===== src/rtl/core/pse_pkg.sv =====
// ----------------------------------------------------------------------------
// pse_pkg: shared constants for the printable string extractor
// Register indexes, field widths and parameter defaults.
// ----------------------------------------------------------------------------
package pse_pkg;

    localparam int CHAR_W         = 8;    // low/high byte and char_value width
    localparam int CFG_IDX_W      = 1;    // two configuration registers
    localparam int CFG_DATA_W     = 5;    // widest register (min_length)
    localparam int MIN_LEN_W      = 5;
    localparam int DEF_MAX_MIN_LENGTH = 16;

    localparam logic [MIN_LEN_W-1:0] MIN_LEN_RESET = MIN_LEN_W'(5);

    // register indexes
    localparam logic [CFG_IDX_W-1:0] CFG_WIDE_MODE  = CFG_IDX_W'(0);
    localparam logic [CFG_IDX_W-1:0] CFG_MIN_LENGTH = CFG_IDX_W'(1);

    // printable range
    localparam logic [CHAR_W-1:0] PRINT_LO = 8'h20;
    localparam logic [CHAR_W-1:0] PRINT_HI = 8'h7E;

endpackage


===== src/rtl/core/pse_if.sv =====
// ----------------------------------------------------------------------------
// pse_if: request channels of the printable string extractor
// Input channel carries code units, output channel carries result items.
// ----------------------------------------------------------------------------
interface pse_in_if;
    logic                       valid;
    logic                       ready;
    logic [pse_pkg::CHAR_W-1:0] low_byte;
    logic [pse_pkg::CHAR_W-1:0] high_byte;
    logic                       end_of_data;

    modport source (output valid, low_byte, high_byte, end_of_data, input ready);
    modport sink   (input valid, low_byte, high_byte, end_of_data, output ready);
endinterface

interface pse_out_if;
    logic                       valid;
    logic                       ready;
    logic [pse_pkg::CHAR_W-1:0] char_value;
    logic                       char_present;
    logic                       string_end;
    logic                       last_of_burst;

    modport source (output valid, char_value, char_present, string_end, last_of_burst,
                    input ready);
    modport sink   (input valid, char_value, char_present, string_end, last_of_burst,
                    output ready);
endinterface


===== src/rtl/core/pse_run_buffer.sv =====
// ----------------------------------------------------------------------------
// pse_run_buffer: character store for the head of a printable run
// One write port, one registered read port (write-first on an address match);
// no reset (entries are only read after being written in the current run).
// ----------------------------------------------------------------------------
module pse_run_buffer #(
    parameter int DEPTH = pse_pkg::DEF_MAX_MIN_LENGTH
) (
    input  logic                             i_clk,
    input  logic                             i_we,
    input  logic [$clog2(DEPTH)-1:0]         i_waddr,
    input  logic [pse_pkg::CHAR_W-1:0]       i_wdata,
    input  logic [$clog2(DEPTH)-1:0]         i_raddr,
    output logic [pse_pkg::CHAR_W-1:0]       o_rdata
);

    logic [pse_pkg::CHAR_W-1:0] r_mem [DEPTH];
    logic [pse_pkg::CHAR_W-1:0] r_rdata;

    always_ff @(posedge i_clk) begin
        if (i_we) begin
            r_mem[i_waddr] <= i_wdata;
        end
    end

    // a read of the entry written at the same edge returns the new byte
    always_ff @(posedge i_clk) begin
        if (i_we && (i_waddr == i_raddr)) begin
            r_rdata <= i_wdata;
        end else begin
            r_rdata <= r_mem[i_raddr];
        end
    end

    assign o_rdata = r_rdata;

endmodule


===== src/rtl/core/printable_string_extractor.sv =====
// ----------------------------------------------------------------------------
// printable_string_extractor: printable-run extraction, strings style
// Finds runs of printable code units and reports those of min_length or more.
// ----------------------------------------------------------------------------
// Usage:
//   i_in   : one code unit per request (low_byte, high_byte, end_of_data).
//   o_out  : result requests (char_value, char_present, string_end,
//            last_of_burst). last_of_burst marks the final result of one unit.
//   cfg    : i_cfg_we / i_cfg_idx / i_cfg_data, index 0 = wide_mode,
//            index 1 = min_length; write only while the block is idle.
// Output: each unit's first result is loaded into the output register at the
//   clock edge that accepts the unit.
// Throughput: one unit per cycle while o_out is not held off and no burst is
//   in progress. A unit that completes a run of min_length (m) characters
//   puts m results through the output register; i_in.ready stays low until
//   the last result of that burst is loaded. The first result is buffer entry
//   0, the rest are read from the run buffer, one entry per cycle while o_out
//   is not held off (the buffer read is registered, its address is the next burst index).
// Reset (synchronous, active low): wide_mode = 0, min_length = 5, run count
//   zero, output empty. The run buffer is not cleared.
// Stall: when o_out is held off, the output register keeps its result and
//   i_in.ready drops; no result is lost or repeated.
// ----------------------------------------------------------------------------
module printable_string_extractor #(
    parameter int MAX_MIN_LENGTH = pse_pkg::DEF_MAX_MIN_LENGTH
) (
    input  logic                            i_clk,
    input  logic                            i_rst_n,
    input  logic                            i_cfg_we,
    input  logic [pse_pkg::CFG_IDX_W-1:0]   i_cfg_idx,
    input  logic [pse_pkg::CFG_DATA_W-1:0]  i_cfg_data,
    pse_in_if.sink                          i_in,
    pse_out_if.source                       o_out
);

    localparam int CNT_W = $clog2(MAX_MIN_LENGTH + 1);   // holds 0..MAX
    localparam int IDX_W = $clog2(MAX_MIN_LENGTH);       // buffer address
    localparam int CMP_W = (CNT_W > pse_pkg::MIN_LEN_W) ? CNT_W : pse_pkg::MIN_LEN_W;
    localparam logic [CMP_W-1:0] MAX_CMP = CMP_W'(MAX_MIN_LENGTH);

    // ---------------- configuration registers ----------------
    logic                           r_wide_mode;
    logic [pse_pkg::MIN_LEN_W-1:0]  r_min_length;

    always_ff @(posedge i_clk) begin
        if (!i_rst_n) begin
            r_wide_mode  <= 1'b0;
            r_min_length <= pse_pkg::MIN_LEN_RESET;
        end else if (i_cfg_we) begin
            unique case (i_cfg_idx)
                pse_pkg::CFG_WIDE_MODE:  r_wide_mode  <= i_cfg_data[0];
                pse_pkg::CFG_MIN_LENGTH: r_min_length <= i_cfg_data[pse_pkg::MIN_LEN_W-1:0];
                default: ;
            endcase
        end
    end

    // effective threshold: zero reads as 1, clamp to the buffer depth
    logic [CMP_W-1:0] min_ext;
    logic [CNT_W-1:0] thresh;

    always_comb begin
        min_ext = CMP_W'(r_min_length);
        priority if (min_ext == '0) begin
            thresh = CNT_W'(1);
        end else if (min_ext > MAX_CMP) begin
            thresh = CNT_W'(MAX_MIN_LENGTH);
        end else begin
            thresh = min_ext[CNT_W-1:0];
        end
    end

    // ---------------- state ----------------
    logic [CNT_W-1:0]            r_run_count,    n_run_count;
    logic                        r_burst_active, n_burst_active;
    logic [CNT_W-1:0]            r_burst_idx,    n_burst_idx;
    logic [CNT_W-1:0]            r_burst_end,    n_burst_end;
    logic                        r_burst_eod,    n_burst_eod;

    logic                        r_out_valid,    n_out_valid;
    logic [pse_pkg::CHAR_W-1:0]  r_out_char,     n_out_char;
    logic                        r_out_present,  n_out_present;
    logic                        r_out_end,      n_out_end;
    logic                        r_out_last,     n_out_last;

    // run buffer ports
    logic                        buf_we;
    logic [IDX_W-1:0]            buf_waddr;
    logic [IDX_W-1:0]            buf_raddr;
    logic [pse_pkg::CHAR_W-1:0]  buf_rdata;

    logic out_free;
    logic accept;
    logic printable;
    logic under_thresh;
    logic burst_last;

    // output register can load when empty or being drained this cycle
    assign out_free     = !r_out_valid || o_out.ready;
    assign i_in.ready   = out_free && !r_burst_active;
    assign accept       = i_in.valid && i_in.ready;

    assign printable    = (!r_wide_mode || (i_in.high_byte == '0))
                          && (i_in.low_byte >= pse_pkg::PRINT_LO)
                          && (i_in.low_byte <= pse_pkg::PRINT_HI);
    assign under_thresh = r_run_count < thresh;

    // the run head is written at the current count while it is below threshold
    assign buf_we    = accept && printable && under_thresh;
    assign buf_waddr = r_run_count[IDX_W-1:0];
    // read address from the next burst state: the next burst entry, entry 0 otherwise
    assign buf_raddr = n_burst_active ? n_burst_idx[IDX_W-1:0] : '0;
    assign burst_last = (r_burst_idx == r_burst_end);

    pse_run_buffer #(
        .DEPTH (MAX_MIN_LENGTH)
    ) u_run_buffer (
        .i_clk   (i_clk),
        .i_we    (buf_we),
        .i_waddr (buf_waddr),
        .i_wdata (i_in.low_byte),
        .i_raddr (buf_raddr),
        .o_rdata (buf_rdata)
    );

    always_comb begin
        n_run_count    = r_run_count;
        n_burst_active = r_burst_active;
        n_burst_idx    = r_burst_idx;
        n_burst_end    = r_burst_end;
        n_burst_eod    = r_burst_eod;
        n_out_valid    = r_out_valid && !o_out.ready;
        n_out_char     = r_out_char;
        n_out_present  = r_out_present;
        n_out_end      = r_out_end;
        n_out_last     = r_out_last;

        if (r_burst_active && out_free) begin
            // continue the threshold burst from the buffer
            n_out_valid   = 1'b1;
            n_out_char    = buf_rdata;
            n_out_present = 1'b1;
            n_out_end     = burst_last && r_burst_eod;
            n_out_last    = burst_last;
            n_burst_idx   = r_burst_idx + CNT_W'(1);
            if (burst_last) begin
                n_burst_active = 1'b0;
            end
        end else if (accept) begin
            if (printable) begin
                if (under_thresh) begin
                    n_run_count = r_run_count + CNT_W'(1);
                    if ((r_run_count + CNT_W'(1)) == thresh) begin
                        n_out_valid   = 1'b1;
                        n_out_present = 1'b1;
                        if (thresh == CNT_W'(1)) begin
                            // one-character threshold: the unit is the string
                            n_out_char = i_in.low_byte;
                            n_out_end  = i_in.end_of_data;
                            n_out_last = 1'b1;
                        end else begin
                            n_out_char     = buf_rdata;
                            n_out_end      = 1'b0;
                            n_out_last     = 1'b0;
                            n_burst_active = 1'b1;
                            n_burst_idx    = CNT_W'(1);
                            n_burst_end    = thresh - CNT_W'(1);
                            n_burst_eod    = i_in.end_of_data;
                        end
                    end
                end else begin
                    // run already reported: pass the character through
                    n_run_count   = thresh;
                    n_out_valid   = 1'b1;
                    n_out_char    = i_in.low_byte;
                    n_out_present = 1'b1;
                    n_out_end     = i_in.end_of_data;
                    n_out_last    = 1'b1;
                end
                if (i_in.end_of_data) begin
                    n_run_count = '0;
                end
            end else begin
                // non-printable: bare terminator if a string was open
                if (!under_thresh) begin
                    n_out_valid   = 1'b1;
                    n_out_char    = '0;
                    n_out_present = 1'b0;
                    n_out_end     = 1'b1;
                    n_out_last    = 1'b1;
                end
                n_run_count = '0;
            end
        end
    end

    always_ff @(posedge i_clk) begin
        if (!i_rst_n) begin
            r_run_count    <= '0;
            r_burst_active <= 1'b0;
            r_out_valid    <= 1'b0;
        end else begin
            r_run_count    <= n_run_count;
            r_burst_active <= n_burst_active;
            r_out_valid    <= n_out_valid;
        end
    end

    // payload and burst bookkeeping carry no reset
    always_ff @(posedge i_clk) begin
        r_burst_idx   <= n_burst_idx;
        r_burst_end   <= n_burst_end;
        r_burst_eod   <= n_burst_eod;
        r_out_char    <= n_out_char;
        r_out_present <= n_out_present;
        r_out_end     <= n_out_end;
        r_out_last    <= n_out_last;
    end

    assign o_out.valid         = r_out_valid;
    assign o_out.char_value    = r_out_char;
    assign o_out.char_present  = r_out_present;
    assign o_out.string_end    = r_out_end;
    assign o_out.last_of_burst = r_out_last;

    // ---------------- assertions ----------------
    a_count_range: assert property (@(posedge i_clk) disable iff (!i_rst_n)
        r_run_count <= CNT_W'(MAX_MIN_LENGTH))
        else $error("run count beyond buffer depth");

    a_burst_idx: assert property (@(posedge i_clk) disable iff (!i_rst_n)
        r_burst_active |-> (r_burst_idx <= r_burst_end))
        else $error("burst index past burst end");

    a_bare_term: assert property (@(posedge i_clk) disable iff (!i_rst_n)
        (r_out_valid && !r_out_present) |-> (r_out_end && r_out_last && r_out_char == '0))
        else $error("malformed bare terminator");

    a_burst_start: assert property (@(posedge i_clk) disable iff (!i_rst_n)
        $rose(r_burst_active) |-> (r_out_valid && !r_out_last))
        else $error("burst started without its first result");

    a_no_overrun: assert property (@(posedge i_clk) disable iff (!i_rst_n)
        (i_in.valid && i_in.ready) |-> (!r_burst_active && (!r_out_valid || o_out.ready)))
        else $error("unit accepted while output busy");

endmodule


===== src/flat_wrapper.sv =====
// flat-port wrapper written by rule: the top's interface ports become plain ports
module printable_string_extractor_flat 
#(
    parameter int MAX_MIN_LENGTH = pse_pkg::DEF_MAX_MIN_LENGTH
)
  (i_clk, i_rst_n, i_cfg_we, i_cfg_idx, i_cfg_data, i_in_valid, i_in_low_byte, i_in_high_byte, i_in_end_of_data, i_in_ready, o_out_valid, o_out_char_value, o_out_char_present, o_out_string_end, o_out_last_of_burst, o_out_ready);
  pse_in_if i_in_i ();
  pse_out_if o_out_i ();
  input  logic i_clk;
  input  logic i_rst_n;
  input  logic i_cfg_we;
  input  logic [pse_pkg::CFG_IDX_W-1:0] i_cfg_idx;
  input  logic [pse_pkg::CFG_DATA_W-1:0] i_cfg_data;
  input wire logic [$bits(i_in_i.valid)-1:0] i_in_valid;
  input wire logic [$bits(i_in_i.low_byte)-1:0] i_in_low_byte;
  input wire logic [$bits(i_in_i.high_byte)-1:0] i_in_high_byte;
  input wire logic [$bits(i_in_i.end_of_data)-1:0] i_in_end_of_data;
  output wire logic [$bits(i_in_i.ready)-1:0] i_in_ready;
  output wire logic [$bits(o_out_i.valid)-1:0] o_out_valid;
  output wire logic [$bits(o_out_i.char_value)-1:0] o_out_char_value;
  output wire logic [$bits(o_out_i.char_present)-1:0] o_out_char_present;
  output wire logic [$bits(o_out_i.string_end)-1:0] o_out_string_end;
  output wire logic [$bits(o_out_i.last_of_burst)-1:0] o_out_last_of_burst;
  input wire logic [$bits(o_out_i.ready)-1:0] o_out_ready;
  assign i_in_i.valid = i_in_valid;
  assign i_in_i.low_byte = i_in_low_byte;
  assign i_in_i.high_byte = i_in_high_byte;
  assign i_in_i.end_of_data = i_in_end_of_data;
  assign i_in_ready = i_in_i.ready;
  assign o_out_valid = o_out_i.valid;
  assign o_out_char_value = o_out_i.char_value;
  assign o_out_char_present = o_out_i.char_present;
  assign o_out_string_end = o_out_i.string_end;
  assign o_out_last_of_burst = o_out_i.last_of_burst;
  assign o_out_i.ready = o_out_ready;
  printable_string_extractor #(.MAX_MIN_LENGTH(MAX_MIN_LENGTH)) u_core (.i_clk(i_clk), .i_rst_n(i_rst_n), .i_cfg_we(i_cfg_we), .i_cfg_idx(i_cfg_idx), .i_cfg_data(i_cfg_data), .i_in(i_in_i), .o_out(o_out_i));
endmodule

===== config.mk =====
export PLATFORM = sky130hd
export DESIGN_NAME = printable_string_extractor_flat
export DESIGN_NICKNAME = d
export VERILOG_FILES = /design/src/rtl/core/pse_pkg.sv /design/src/rtl/core/pse_if.sv /design/src/rtl/core/pse_run_buffer.sv /design/src/rtl/core/printable_string_extractor.sv /design/src/flat_wrapper.sv
export SDC_FILE = /design/constraint.sdc
export NUM_CORES = 1
export LEC_CHECK = 0
export BUFFER_PORTS_ARGS = -buffer_cell sky130_fd_sc_hd__buf_2
export CAP_MARGIN = 20
export CORE_MARGIN = 2
export CORE_UTILIZATION = 65
export CTS_CLUSTER_DIAMETER = 60
export CTS_CLUSTER_SIZE = 10
export DETAILED_ROUTE_END_ITERATION = 8
export GPL_ROUTABILITY_DRIVEN = 0
export PLACE_DENSITY_LB_ADDON = 0.08
export SLEW_MARGIN = 40
export SYNTH_ARGS = -nofsm -noshare
export SYNTH_HDL_FRONTEND = slang
export SYNTH_SLANG_ARGS = --single-unit
export TNS_END_PERCENT = 100

===== constraint.sdc =====
create_clock -name i_clk -period 8.8 [get_ports i_clk]
set_input_delay 0.88 -clock i_clk [delete_from_list [all_inputs] [get_ports i_clk]]
set_output_delay 0.88 -clock i_clk [all_outputs]
set_load 0.005 [all_outputs]

==> impl_results.md, run 1 <==
- Critical path's slowest cell: nor2_1
- Syn Nets: 485
- Final TNS setup: 0 ns
- Layout area overhead: 12.9%
- Total CTS buffers: 17
- Share of cells above drive strength 1: 25.3%
- IO Port Bufs: 40
- 1st-iter DRT viols: 439
- I/O Pins: 41
- CTS tree: yes
- WL per Instance: 22.5 um
- Dpl ws: 5.37 ns
- # H-tree levels: 4
- Initial antenna violation count: 0
- Fin crit share: 39.8%
- Vias in the first global route: 3921
- Met3 Use GR: 7.96%
- Synth cell types: 51
- Clk_lat worst skew: 0.53 ns
- Mapped Avg Cell Area: 15.9 um^2
- Max-slew violation count: 0
- Starting density of the core: 65.9%
- Die height: 108 um
- Clock slew at reported path FFs: 0.07 ns
- Gr busiest metal: met2
- CTS root buffer: clkbuf_8
- Total grt overflow: 0
- Antenna cell count: 0
- Die area: 0.0117 mm^2
- Worst path arrival time: 3.67 ns
- Syn Inst Count: 445
- Post-route ant nets: 0
- Crit-path leading delay family: simple AND/OR/NAND/NOR gates
- Fmax: 285 MHz
- Post-layout min period: 3.50 ns
- FFs w/ async S/R, synth: 0%
- Rows: 38
- Slew headroom: 41.7%
- LEAKAGE: 2.70 nW
- FILL cells: 698
- Commonest non-fill, non-tap cells in the layout: edfxtp_1 (145), buf_2 (41), mux4_2 (33)
- DRT Wirelength: 14400 um
- Post-Syn Area: 0.00708 mm^2
- Critical Path RT: 8.96 ns
- Global routing usage on met1: 38.6%
- Max-capacitance violation count: 0
- Power density cells: 215 mW/mm^2
- Critical path endpoint category: flip-flop
- All-Layer GR Usage: 26.8%
- Chip Width: 108 um
- Seq/Total Area, Yosys: 67.7%
- Post_cts resized: 0
- Startpoint Class: flip-flop
- EDFF count, synth: 145
- Final #Nets: 530
- Via total after detailed routing: 4082
- Setup violations, final: 0
- CORE AREA: 0.0107 mm^2
- Post-route setup slack: 5.30 ns
- Met2 Use GR: 40.5%
- Cell Chain, Critical Path: or2b_2 > ha_1 > a21o_1 > and2_1 > nor3_2 > nand3_1 > nor2_1
- DRC: 0
- CTS max path bufs: 2
- Largest net degree at the start of global routing: 33
- Commonest non-fill, non-tap cell in the layout: edfxtp_1
- Critical path type: flip-flop to flip-flop
- Seq cells post-synth: 167
- Outcome: finished, final reports clean
- CTS Hold Buffers Added: 0
- CP bufs+invs: 0
- Setup Skew: 0.00692 ns
- Yosys warning total: 0
- CTS sink cnt: 167
- Vias/cell: 6.37
- # Post-CTS Setup Buffers: 0
- Largest stage delay, worst path: 0.72 ns
- Pre-antenna DRT Iters: 7
- Crit path max fanout: 9
- Final Hold Viols: 0
- Global-route wire length before repair: 22200 um
- Worst Tran Pin Value: 0.871 ns
- DP HPWL: 9490 um
- Dominant synthesized flop cell: edfxtp_1
- Hold Crit Class: flip-flop to flip-flop
- Peak supply drop: 0.172 mV
- RSZ-0062 raised after global routing: false
## flip-flops by register name, summed over array words and instances, names as in the netlist, named ones only
name	count
u_core.r_burst_active	1
u_core.r_run_count	5
u_core.o_out.char_value	8
u_core.min_ext	5
u_core.o_out.string_end	1
u_core.r_burst_end	5
u_core.r_wide_mode	1
u_core.o_out.valid	1
u_core.o_out.char_present	1
u_core.r_burst_eod	1
u_core.o_out.last_of_burst	1
u_core.r_burst_idx	5
u_core.u_run_buffer.r_mem	128
## layout make-up
cell class	instances	area [um^2]	area share [%]
flip-flops and latches	167	4800	60.0
inverters	14	52.6	0.657
repair buffers	43	220	2.75
clock inverters	13	140	1.75
multi-input cells	247	2200	27.5
clock buffers	17	414	5.18
well taps	140	175	2.19
## cells by family after synthesis
logic type / Yosys count / share of synthesized area, %
fa+ha+maj: 12 / 2.12
buf+inv: 31 / 1.77
xor+xnor: 13 / 1.80
compound gates: 65 / 6.93
flops: 167 / 67.7
simple gates: 120 / 8.60
mux: 37 / 11.1
## power breakdown
part / switching, W / total (W) / internal (W)
Sequential: 0.0000160 / 0.000893 / 0.000877
Clock: 0.000315 / 0.000697 / 0.000381
Combinational: 0.0000713 / 0.000128 / 0.0000564
Total: 0.000403 / 0.00172 / 0.00131
## per-layer routing
layer  wire length (um)  vias to the layer above  share of wire, %
met5                  0                        -                 0
met4                205                        0               1.4
met3               1080                       21               7.5
met2               7060                      185                49
met1               6070                     2030                42
li1                   -                     1846                 -
## worst paths after layout
check	startpoint	endpoint	slack, ns	cells after the start
hold reg to reg	u_core.min_ext[0]$_SDFFE_PN1P_	u_core.min_ext[0]$_SDFFE_PN1P_	0.51	2
setup / recovery	u_core.min_ext[3]$_SDFFE_PN0P_	u_core.u_run_buffer.r_mem[14][2]$_DFFE_PP_	5.30	7
hold / removal	u_core.min_ext[0]$_SDFFE_PN1P_	u_core.min_ext[0]$_SDFFE_PN1P_	0.51	2
setup reg to reg	u_core.min_ext[3]$_SDFFE_PN0P_	u_core.u_run_buffer.r_mem[14][2]$_DFFE_PP_	5.30	7
## Yosys cell counts, types with 2 or more instances
library cell / number / area share [%]
ha_1: 12 / 2.1
nand4_1: 2 / 0.18
mux4_2: 33 / 10
nand2_1: 31 / 1.6
a22o_1: 7 / 0.87
o21ai_1: 2 / 0.14
buf_1: 2 / 0.11
nor2_1: 24 / 1.3
buf_2: 4 / 0.28
a22oi_1: 14 / 1.5
and2_1: 4 / 0.35
a21boi_0: 6 / 0.64
o211ai_1: 2 / 0.21
a21o_1: 2 / 0.21
nor4_1: 6 / 0.53
a21oi_1: 3 / 0.21
mux2i_1: 3 / 0.42
xnor2_1: 7 / 0.87
edfxtp_1: 145 / 61
o21ai_0: 11 / 0.78
o221ai_1: 2 / 0.25
nand2b_1: 6 / 0.53
a31oi_1: 5 / 0.44
nor2b_1: 5 / 0.44
inv_1: 13 / 0.69
a31o_1: 2 / 0.25
xor2_1: 5 / 0.62
nand3_1: 21 / 1.5
dfxtp_1: 22 / 6.2
and3_1: 5 / 0.44
nor3_1: 10 / 0.71
clkbuf_1: 10 / 0.53
## worst reg2reg max path: stages (launching register included)
cell     delay (ns)
dfxtp_1        0.38
or2b_2         0.35
ha_1           0.36
a21o_1         0.20
and2_1         0.21
nor3_2         0.55
nand3_1        0.36
nor2_1         0.72
## stage by stage
| stage | power [W] | std cells | hold slack [ns] | utilization, % | area [um^2] |
|---|---|---|---|---|---|
| 2_1_floorplan | 0.000991 | 445 | 0.457 | - | 7080 |
| 3_3_place_gp | 0.00103 | 610 | 0.486 | 68.9 | 7400 |
| 3_5_place_dp | 0.00104 | 611 | 0.499 | 69.1 | 7430 |
| 4_1_cts | 0.00172 | 641 | 0.508 | 74.3 | 7980 |
| 5_1_grt | 0.00177 | 641 | 0.537 | 74.4 | 8000 |
| 6_report | 0.00172 | 641 | 0.506 | 74.4 | 8000 |
Power figures use the tool's default switching activity.
==> inputs of run 2 (changes only) <==
--- a/config.mk
+++ b/config.mk
@@ -8,7 +8,7 @@
 export BUFFER_PORTS_ARGS = -buffer_cell sky130_fd_sc_hd__buf_2
 export CAP_MARGIN = 20
 export CORE_MARGIN = 2
-export CORE_UTILIZATION = 65
+export CORE_UTILIZATION = 55
 export CTS_CLUSTER_DIAMETER = 60
 export CTS_CLUSTER_SIZE = 10
 export DETAILED_ROUTE_END_ITERATION = 8
==> constraint.sdc (replaced) <==
create_clock -name i_clk -period 3 [get_ports i_clk]
set_input_delay 0.3 -clock i_clk [delete_from_list [all_inputs] [get_ports i_clk]]
set_output_delay 0.3 -clock i_clk [all_outputs]
set_load 0.005 [all_outputs]
==> run 2 against run 1 <==
Net effect:
- core utilization decreased by 8.9 points
- maximum frequency increased by 24%
- critical path type unchanged
- sequential share of layout area down 1.9 points
- wire length up 5.5%
- highest routed layer unchanged
==> impl_results.md, run 2 (same netlist as run 1, synthesis figures left out) <==
- Total CTS buffers: 17 (unchanged)
- Slew headroom: 56.1% (+14 points)
- WL per Instance: 21.6 um (-4.1%)
- Post-DP Area: 0.00768 mm^2 (+3.4%)
- Chip Width: 117 um (+8.4%)
- Total Power: 0.00511 W (+200%)
- LEAKAGE: 2.87 nW (+6.4%)
- I/O Pins: 41 (unchanged)
- Worst Tran Pin Value: 0.659 ns (-0.212 ns)
- Commonest non-fill, non-tap cells in the layout: edfxtp_1 (145), buf_2 (40), mux4_2 (33), buf_4 (33), nand2_1 (31)
- Crit path from: u_core.min_ext[3]$_SDFFE_PN0P_
- Worst r2r path cells: 8 (+1)
- Critical path endpoint category: flip-flop
- CTS Hold Buffers Added: 0 (unchanged)
- Met3 wire length: 1050 um (-2.7%)
- Via total after detailed routing: 4165 (+2.0%)
- Layout area overhead: 16.7%
- Hold_ws: 0.0920 ns (-0.414 ns)
- Die height: 117 um (+8.4%)
- Critical path type: flip-flop to flip-flop
- Final instance area: 0.00826 mm^2 (+3.3%)
- Pre-antenna DRT Iters: 5 (-2)
- RSZ-0062 raised after global routing: false
- 1st-iter DRT viols: 538 (+23%)
- Max-capacitance violation count: 0 (unchanged)
- Multi-input logic area: 0.00217 mm^2 (-1.3%)
- Peak supply drop: 0.419 mV (+140%)
- Initial antenna violation count: 0 (unchanged)
- Top Metal Used: met4
- CP Depth: 8 (+1)
- WL met1: 7380 um (+22%)
- FILL cells: 917 (+31%)
- Critical Path RT: 3.14 ns (-5.82 ns)
- Largest Register: u_core.u_run_buffer.r_mem
- Startpoint Class: flip-flop
- Power density cells: 618 mW/mm^2 (+190%)
- RR Endpoint: u_core.u_run_buffer.r_mem[2][5]$_DFFE_PP_
- Crit-path leading delay family: simple AND/OR/NAND/NOR gates
- Crit path max fanout: 8 (-1)
- Commonest non-fill, non-tap cell in the layout: edfxtp_1
- CTS sink cnt: 167 (unchanged)
- Clock slew at reported path FFs: 0.07 ns (about the same)
- Dpl ws: 0.197 ns (-5.18 ns)
- Reg2Reg Setup Slack: 0.17 ns (-5.13 ns)
- Final #Nets: 560 (+5.7%)
- Post-layout min period: 2.83 ns (-0.671 ns)
- Setup Skew: 0.0105 ns (+0.00356 ns)
- Worst path arrival time: 2.98 ns (-0.69 ns)
- DRC: 0 (unchanged)
- Seq. cell area: 0.00480 mm^2 (unchanged)
- Number of flip-flops in the largest register: 128 (unchanged)
- WL met2: 6440 um (-8.8%)
- Global-route wire length before repair: 23500 um (+6.0%)
- Hold Crit Class: input pin to flip-flop
- CORE AREA: 0.0126 mm^2 (+17%)
- Fin crit share: 94.4% (+55 points)
- Crit path to: u_core.u_run_buffer.r_mem[2][5]$_DFFE_PP_
- Fmax: 353 MHz (+24%)
- Cell Chain, Critical Path: or2b_2 > ha_1 > a21o_1 > and2_1 > nor3_2 > nand3_1 > nor3_1 > buf_4
- # H-tree levels: 4 (unchanged)
- Setup violations, final: 0 (unchanged)
- CP bufs+invs: 1 (+1)
- # Post-CTS Setup Buffers: 0 (unchanged)
- Rows: 41 (+7.9%)
- Final TNS setup: 0 ns (unchanged)
- IO Port Bufs: 40 (unchanged)
- DP HPWL: 10500 um (+11%)
- DRT Wirelength: 15200 um (+5.5%)
- FF-to-FF Start: u_core.min_ext[3]$_SDFFE_PN0P_
- Antenna cell count: 0 (unchanged)
- Vias/cell: 5.91 (-7.2%)
- Starting density of the core: 56.1% (-9.8 points)
- CTS tree: yes
- Post_cts resized: 0 (unchanged)
- CTS max path bufs: 2 (unchanged)
- Die area: 0.0138 mm^2 (+17%)
- Post-route ant nets: 0 (unchanged)
- Post-route setup slack: 0.167 ns (-5.13 ns)
- Clk_lat worst skew: 0.43 ns (-0.10 ns)
- Max-slew violation count: 0 (unchanged)
- Outcome: finished, final reports clean
- Final Hold Viols: 0 (unchanged)
- Vias in the first global route: 4045 (+3.2%)
- Share of cells above drive strength 1: 28.0% (+2.6 points)
- Largest net degree at the start of global routing: 20 (-39%)
- All-Layer GR Usage: 23.5% (-3.3 points)
- Critical path's slowest cell: dfxtp_1
- Largest stage delay, worst path: 0.38 ns (-0.34 ns)
- Total grt overflow: 0 (unchanged)
- CTS root buffer: clkbuf_16
run 2: cell count changes in the layout (fill, tap and decap cells not counted), sizes merged:
| cell | change |
|---|---|
| buf | +30 |
| inv | +1 |
| clkinvlp | -4 |
| bufinv | -1 |
| clkinv | +6 |
run 2: how the worst min path moves through the flow:
| stage | startpoint | end | slack [ns] | cells past startpoint |
|---|---|---|---|---|
| 2_1_floorplan | i_in_end_of_data | u_core.r_burst_eod$_DFFE_PP_ | 0.40 | 0 |
| 3_3_place_gp | u_core.min_ext[0]$_SDFFE_PN1P_ | u_core.min_ext[0]$_SDFFE_PN1P_ | 0.49 | 2 |
| 3_5_place_dp | u_core.min_ext[3]$_SDFFE_PN0P_ | u_core.min_ext[3]$_SDFFE_PN0P_ | 0.51 | 2 |
| 4_1_cts | i_in_end_of_data | u_core.r_burst_eod$_DFFE_PP_ | 0.07 | 1 |
| 5_1_grt | i_in_end_of_data | u_core.r_burst_eod$_DFFE_PP_ | 0.08 | 1 |
| 6_report | i_in_end_of_data | u_core.r_burst_eod$_DFFE_PP_ | 0.09 | 1 |
run 2: stage by stage:
stage | util, % | instances
6_report | 65.5 | 705
3_5_place_dp | 60.8 | 673
5_1_grt | 65.5 | 705
2_1_floorplan | - | 445
3_3_place_gp | 60.8 | 673
4_1_cts | 65.4 | 705
run 2: layer usage:
| metal | up-vias | GRT usage, % |
|---|---|---|
| met5 | - | 0 |
| met4 | 0 | 9.79 |
| met3 | 24 | 5.09 |
| met2 | 187 | 31.7 |
| met1 | 2045 | 37.2 |
| li1 | 1909 | - |
run 2: cell type report:
type	instances	share of cell area [%]
Inverter	14	0.636
Clock buffer	17	5.15
Timing Repair Buffer	73	5.42
Sequential cell	167	58.0
Tap cell	172	2.60
Clock inverter	15	1.88
Multi-Input combinational cell	247	26.3
run 2: where the power goes:
part           internal (W)  switching [W]  total (W)  leakage, nW
Clock               0.00111       0.000984    0.00209        0.286
Combinational      0.000178       0.000212   0.000390         1.10
Sequential          0.00257      0.0000524    0.00262         1.49
Total               0.00386        0.00125    0.00511         2.87
